--- src/rtl/lkv_pkg.sv ---
// ---------------------------------------------------------------------------
// lkv_pkg: shared types for the LRU key-value cache
// Request/response payloads, the cell-to-cell link and opcode constants.
// ---------------------------------------------------------------------------
package lkv_pkg;

  localparam logic OP_GET = 1'b0;
  localparam logic OP_SET = 1'b1;

  localparam logic signed [31:0] MISS_VALUE = -32'sd1;
  localparam logic [4:0]         LIMIT_RESET = 5'd16;

  typedef struct packed {
    logic               opcode;
    logic signed [31:0] lookup_key;
    logic signed [31:0] store_value;
  } req_t;

  typedef struct packed {
    logic               hit;
    logic signed [31:0] read_value;
  } rsp_t;

  // Contents handed from one cell to the next older one.
  typedef struct packed {
    logic               valid;
    logic signed [31:0] key;
    logic signed [31:0] value;
  } link_t;

endpackage

--- src/rtl/lru_key_value_cache.sv ---
// ---------------------------------------------------------------------------
// lru_key_value_cache: fully associative key-value store, LRU replacement
// Result: a get result strobes on done, registered from the compare (LOOK) state.
// Requests: one at a time (accept, compare, chain shift); busy holds off a new start.
// Reset: sync rst empties the store and sets the entry limit to 16.
// ---------------------------------------------------------------------------
module lru_key_value_cache
  import lkv_pkg::*;
#(
  parameter int MAX_ENTRIES = 16
) (
  input  logic       clk,
  input  logic       rst,
  // request channel
  input  logic       start,
  output logic       busy,
  input  req_t       req,
  // result channel: one-cycle strobe, no backpressure
  output logic       done,
  output rsp_t       rsp,
  // entry limit register write channel
  input  logic       cfg_valid,
  output logic       cfg_ready,
  input  logic [4:0] cfg_data
);

  // The cells form a recency-ordered chain: cell 0 is the most recent
  // entry, cell fill_count-1 the least recent. Valid entries always form a
  // prefix of the chain. Every update moves one entry to cell 0 and shifts
  // the younger ones down by one cell.
  localparam int CW = $clog2(MAX_ENTRIES + 1);
  localparam int LW = (CW > 5) ? CW : 5;

  typedef enum logic [2:0] {
    IDLE = 3'b001,
    LOOK = 3'b010,
    MOVE = 3'b100
  } state_t;

  state_t state, state_next;

  logic [4:0]          entry_limit;
  logic [CW-1:0]       fill_count;
  req_t                item;
  logic                hit_q;
  logic                full_q;
  logic signed [31:0]  hit_value_q;
  logic [MAX_ENTRIES-1:0] target_q;

  logic [MAX_ENTRIES-1:0] match_vec;
  logic [MAX_ENTRIES-1:0] valid_vec;
  logic [MAX_ENTRIES:0]   en_chain;
  link_t                  cell_q  [MAX_ENTRIES];
  link_t                  cell_in [MAX_ENTRIES];
  link_t                  head;

  logic                   any_hit;
  logic signed [31:0]     hit_value;
  logic [LW-1:0]          eff_limit;
  logic                   full;
  logic [MAX_ENTRIES-1:0] target;

  // Limit writes are taken only while idle, so a request in flight sees
  // one limit from compare to shift.
  assign cfg_ready = (state == IDLE);
  assign busy      = (state != IDLE);

  always_ff @(posedge clk) begin
    if (rst) begin
      entry_limit <= LIMIT_RESET;
    end else if (cfg_valid && cfg_ready) begin
      entry_limit <= cfg_data;
    end
  end

  // Effective limit: zero acts as one, anything above capacity is capped.
  always_comb begin
    if (entry_limit == 5'd0) begin
      eff_limit = LW'(1);
    end else if (LW'(entry_limit) > LW'(MAX_ENTRIES)) begin
      eff_limit = LW'(MAX_ENTRIES);
    end else begin
      eff_limit = LW'(entry_limit);
    end
  end

  assign full = (LW'(fill_count) >= eff_limit);

  // Hit data: at most one cell matches, so an AND-OR merge is enough.
  always_comb begin
    hit_value = '0;
    for (int i = 0; i < MAX_ENTRIES; i++) begin
      if (match_vec[i]) begin
        hit_value = hit_value | cell_q[i].value;
      end
    end
  end
  assign any_hit = |match_vec;

  // Target slot, one-hot: the matching cell on a hit, the first free cell
  // on a fill, the least recent cell on a replacement, none on a get miss.
  always_comb begin
    for (int i = 0; i < MAX_ENTRIES; i++) begin
      if (any_hit) begin
        target[i] = match_vec[i];
      end else if (item.opcode == OP_GET) begin
        target[i] = 1'b0;
      end else if (full) begin
        target[i] = (CW'(i) == fill_count - CW'(1));
      end else begin
        target[i] = (CW'(i) == fill_count);
      end
    end
  end

  // New contents of cell 0: a set writes its value, a get hit re-inserts
  // the entry it found.
  assign head = '{valid: 1'b1,
                  key:   item.lookup_key,
                  value: (item.opcode == OP_SET) ? item.store_value : hit_value_q};

  assign en_chain[MAX_ENTRIES] = 1'b0;

  for (genvar g = 0; g < MAX_ENTRIES; g++) begin : g_cell
    if (g == 0) begin : g_head
      assign cell_in[g] = head;
    end else begin : g_body
      assign cell_in[g] = cell_q[g-1];
    end

    lkv_cell u_cell (
      .clk      (clk),
      .rst      (rst),
      .move     (state == MOVE),
      .target   (target_q[g]),
      .en_in    (en_chain[g+1]),
      .en_out   (en_chain[g]),
      .link_in  (cell_in[g]),
      .link_out (cell_q[g]),
      .cmp_key  (item.lookup_key),
      .match    (match_vec[g])
    );

    assign valid_vec[g] = cell_q[g].valid;
  end

  // Sequencer: accept, compare, shift.
  always_comb begin
    state_next = state;
    unique case (state)
      IDLE: begin
        if (start) state_next = LOOK;
      end
      LOOK: state_next = MOVE;
      MOVE: state_next = IDLE;
      default: state_next = IDLE;
    endcase
  end

  always_ff @(posedge clk) begin
    if (rst) begin
      state      <= IDLE;
      done       <= 1'b0;
      fill_count <= '0;
    end else begin
      state <= state_next;
      done  <= (state == LOOK) && (item.opcode == OP_GET);
      // A set that misses with room left grows the store by one entry.
      if ((state == MOVE) && (item.opcode == OP_SET) && !hit_q && !full_q) begin
        fill_count <= fill_count + CW'(1);
      end
    end
  end

  always_ff @(posedge clk) begin
    if ((state == IDLE) && start) begin
      item <= req;
    end
    if (state == LOOK) begin
      hit_q          <= any_hit;
      full_q         <= full;
      hit_value_q    <= hit_value;
      target_q       <= target;
      rsp.hit        <= any_hit;
      rsp.read_value <= any_hit ? hit_value : MISS_VALUE;
    end
  end

`ifndef SYNTH
  // Valid cells always number exactly fill_count.
  a_fill_matches_valid: assert property (@(posedge clk) disable iff (rst)
    $countones(valid_vec) == fill_count)
    else $error("fill_count differs from number of valid cells");

  // Keys stay unique, so at most one cell hits during the compare.
  a_single_match: assert property (@(posedge clk) disable iff (rst)
    (state == LOOK) |-> $onehot0(match_vec))
    else $error("more than one cell matched the key");

  // A result strobe follows the compare cycle of a get.
  a_done_after_get: assert property (@(posedge clk) disable iff (rst)
    done |-> ($past(state) == LOOK) && (item.opcode == OP_GET))
    else $error("result strobe without a get compare");

  // A move touches at most one target slot.
  a_target_onehot: assert property (@(posedge clk) disable iff (rst)
    (state == MOVE) |-> $onehot0(target_q))
    else $error("more than one target slot");
`endif

endmodule

--- src/rtl/lkv_cell.sv ---
// ---------------------------------------------------------------------------
// lkv_cell: one recency slot of the LRU chain
// Holds one entry, compares it to the broadcast key, and on a move takes
// the contents of its younger neighbor when the shift window covers it.
// ---------------------------------------------------------------------------
module lkv_cell
  import lkv_pkg::*;
(
  input  logic               clk,
  input  logic               rst,
  input  logic               move,
  input  logic               target,
  input  logic               en_in,
  output logic               en_out,
  input  link_t              link_in,
  output link_t              link_out,
  input  logic signed [31:0] cmp_key,
  output logic               match
);

  logic               valid;
  logic signed [31:0] key;
  logic signed [31:0] value;

  // Shift window: the target slot and every cell younger than it.
  assign en_out = en_in | target;
  assign match  = valid && (key == cmp_key);
  assign link_out = '{valid: valid, key: key, value: value};

  always_ff @(posedge clk) begin
    if (rst) begin
      valid <= 1'b0;
    end else if (move && en_out) begin
      valid <= link_in.valid;
    end
  end

  always_ff @(posedge clk) begin
    if (move && en_out) begin
      key   <= link_in.key;
      value <= link_in.value;
    end
  end

endmodule
--- config.mk ---
export PLATFORM = sky130hd
export DESIGN_NAME = lru_key_value_cache
export DESIGN_NICKNAME = d
export VERILOG_FILES = /design/src/rtl/lkv_pkg.sv /design/src/rtl/lru_key_value_cache.sv /design/src/rtl/lkv_cell.sv
export SDC_FILE = /design/constraint.sdc
export NUM_CORES = 1
export LEC_CHECK = 0
export BUFFER_PORTS_ARGS = -buffer_cell sky130_fd_sc_hd__buf_2
export CAP_MARGIN = 20
export CORE_UTILIZATION = 42
export CTS_BUF_LIST = sky130_fd_sc_hd__clkbuf_8
export DETAILED_ROUTE_END_ITERATION = 7
export SYNTH_ARGS = -nofsm -noshare
export SYNTH_HDL_FRONTEND = slang
export SYNTH_SLANG_ARGS = --single-unit
--- constraint.sdc ---
create_clock -name clk -period 7 [get_ports clk]
set_clock_uncertainty 0.15 [all_clocks]
set_input_delay 2.1 -clock clk [delete_from_list [all_inputs] [get_ports clk]]
set_output_delay 2.1 -clock clk [all_outputs]
set_load 0.01 [all_outputs]
==> qor.json <==
{
  "run_status": "completed",
  "grt_max_degree": 66,
  "final.hold.worst_slack_ps": 284,
  "grt_setup_unrepaired": "false",
  "cp_data_arrival_time_ps": 5120,
  "final_nets": 3330,
  "internal-power_mw": 10.8,
  "synth.ff_latch_count": 1201,
  "reg2reg_depth": 11,
  "timing.final.setup_violations": 0,
  "fin_util": 0.477,
  "route.met3.wl_um": 15100,
  "detail_route.wirelength.met1_um": 58100,
  "vias_in_the_first_global_route": 30100,
  "die-area_sq_mm": 0.118,
  "hold_class": "register to register",
  "cts_hold_repair.buffers": 0,
  "clock_path_buffers": 3,
  "post_synth_num_cell_types": 60,
  "maxSlewViolCount": 0,
  "mostFrequentLayoutCell": "edfxtp_1",
  "routed_wirelength_um": 151000,
  "final_cell_mix": "edfxtp_1 (1171), xnor2_1 (367), nand4_1 (286), clkbuf_8 (205), xor2_1 (147)",
  "power_per_cell_area_mw_per_mm2": 259,
  "area_growth_syn_to_layout_pct": 12.2,
  "worst_ep_required_time_ps": 7420,
  "dr.pass1.iters": 6,
  "hold_end": "g_cell[4].u_cell.value[8]",
  "grt_first_pass_wirelength_um": 213000,
  "chipWidth_um": 343,
  "avgViaCountPerCell": 6.05,
  "dp_wirelength_um": 99800,
  "initial_utilization": 0.425,
  "critical_path.max_stage_delay_ps": 860,
  "regToRegEndpoint": "rsp[18]",
  "power.ir.vdd_worst_uv": 165,
  "buffer_ports.inserted": 109,
  "synth-warning-count": 0,
  "chipHeight_um": 343,
  "synth.net_count": 3084,
  "setup.reg_to_reg.worst_slack_ps": 2300,
  "global_route.overflow_total": 0,
  "cell_family_with_most_cp_delay": "buffers and inverters",
  "seqPwrFrac": 0.559,
  "synth-main-ff-cell": "edfxtp_1",
  "critical_path_startpoint_category": "register",
  "synth_top_area_share": 0.721,
  "design.portCount": 110,
  "path_cells": "buf_4, xnor2_1, nand4_1, nor4_1, buf_4, and3_1, buf_4, nor4_1, and4_4, inv_6, nand4_1",
  "timing.max_cap.violations": 0,
  "finalCritPeriodShare": 0.671,
  "cp_slowest_cell": "edfxtp_1",
  "tritoncts.num_buffers": 192,
  "path_buf_inv": 4,
  "min_path_cells": 0,
  "p_total_mw": 14.2,
  "clock_tree_from_tritoncts": "built",
  "std_cell_rows": 124,
  "synth_enable_flop_cells": 1171,
  "grt_use_total": 0.255,
  "antenna_left": 0,
  "layout-drive-gt1-share": 0.152,
  "yosysSeqAreaShare": 0.733,
  "critical_path.max_fanout": 43,
  "vias": 29700,
  "core_area_sq_mm": 0.115,
  "power.share.switching": 0.235,
  "power_switching_mw": 3.32,
  "critical_path.endpoint_type": "register",
  "synth_top_cell_by_area": "edfxtp_1",
  "p_comb_frac": 0.042,
  "relSlewSlack": 0.216,
  "post_cts_buffers": 0,
  "syn_inst": 3000,
  "synthArstFlopShare": 0,
  "max_slew.worst_pin.slew_ps": 1180,
  "weighted_congestion_at_the_end_of_routability_driven_global_placement": 1.02,
  "reg2reg_from": "cell_in[1011]",
  "cts.root.buffer_cell": "clkbuf_8",
  "finalCriticalPeriod_ps": 4700,
  "synth_area_per_cell_sq_um": 16.3,
  "insertion_delay_to_the_later_sink_of_the_worst_skew_pair_ps": 900,
  "pwr-share-clk": 0.399,
  "cts_num_sinks": 1201,
  "worst_setup_hold_path_clk_slew_ps": 60,
  "worstSetupPathType": "register to register",
  "setup-tns-final_ps": 0,
  "dr.max_layer_used": "met5",
  "total_leakage_power_nw": 17.3,
  "antenna_violations_before_repair": 8,
  "hold_violations": 0,
  "avgRoutedWirePerCell_um": 30.7,
  "htreeDepth": 4,
  "post_cts_sizing": 0,
  "initialDrtViolationCount": 3767,
  "synth.cell_area_sq_mm": 0.0488,
  "maxClockFrequency_ghz": 0.213,
  "synth.top_cells.by_area": "edfxtp_1 (72%), xnor2_1 (6.6%), nand4_1 (3.7%)",
  "min-delay-start": "g_cell[3].u_cell.value[8]",
  "drc_errors": 0,
  "timing.critical_path.mode_cell": "buf_4",
  "wl_met2_um": 71200
}
-- sequential cells by signal (all words and copies together), names as in the netlist --
register,flops
entry_limit,5
target_q,16
g_cell.u_cell.value,512
rsp,32
hit_q,1
cell_in,32
g_cell.u_cell.valid,16
full_q,1
g_cell.u_cell.key,512
done,1
hit_value_q,32
item,33
state,3
fill_count,5
-- routing by layer --
| layer | GRT usage | vias up |
|---|---|---|
| met5 | 0 | - |
| met4 | 0.106 | 4 |
| met3 | 0.0639 | 385 |
| met2 | 0.410 | 1933 |
| met1 | 0.329 | 15000 |
| li1 | - | 12400 |
-- area by class of cell --
type                    count  area (sq um)
inverters                  59           229
fillers                  9802         60100
multi-input cells        1591         12100
repair buffers            201          1260
flip-flops and latches   1201         35800
well taps                1512          1890
diodes                      3          7.51
clock buffers             205          2820
clock inverters           139           693
-- cell families (layout without fill, tap and decap cells) --
kind of cell | count (synthesis) | count (layout) | synth area share
xor gates and xnor gates | 515 | 515 | 0.0926
DFF | 1201 | 1201 | 0.733
and+or+nand+nor | 725 | 725 | 0.0877
AOI/OAI and AO/OA | 293 | 293 | 0.0502
other | 0 | 3 | 0
muxes | 48 | 48 | 0.0107
buffers and inverters | 208 | 604 | 0.0231
adders and majority gates | 10 | 10 | 0.00256
-- stage by stage --
step | instances | area (sq um) | worst slack (ps)
floorplan | 3000 | 48800 | 740
global placement | 4562 | 51200 | 2090
detailed placement | 4564 | 51200 | 2440
CTS | 4908 | 54700 | 2390
global route | 4910 | 54700 | 2200
finish | 4911 | 54700 | 2300
-- synthesized netlist by cell type (38+ instances only) --
cell       count
a221oi_1      64
o2111ai_1     38
nor2_1        59
nand3_1       80
buf_4         49
clkbuf_1      51
nor3_1        61
xnor2_1      367
nor4_1        81
a22o_1       129
edfxtp_1    1171
xor2_1       147
inv_1         58
nand4_1      286
nand2_1       43
-- power by group through the flow --
stage / Sequential, mW / Combinational [mW] / Clock (mW)
floorplan: 8.02 / 0.392 / 0
global placement: 8.06 / 0.583 / 0
detailed placement: 8.06 / 0.585 / 0
CTS: 7.91 / 0.588 / 5.72
global route: 7.91 / 0.622 / 6.00
finish: 7.91 / 0.593 / 5.65
-- how the worst max path moves through the flow --
stage | start | endpoint | slack, ps | depth (start not counted)
3_5_place_dp | cell_in[1025] | rsp[17] | 2440 | 10
2_1_floorplan | target_q[15] | g_cell[0].u_cell.key[0] | 740 | 6
5_1_grt | cell_in[1025] | rsp[16] | 2200 | 10
6_report | cell_in[1011] | rsp[18] | 2300 | 11
3_3_place_gp | cell_in[1011] | rsp[13] | 2090 | 10
4_1_cts | cell_in[1025] | rsp[18] | 2390 | 10
(Power assumes the default switching activity.)
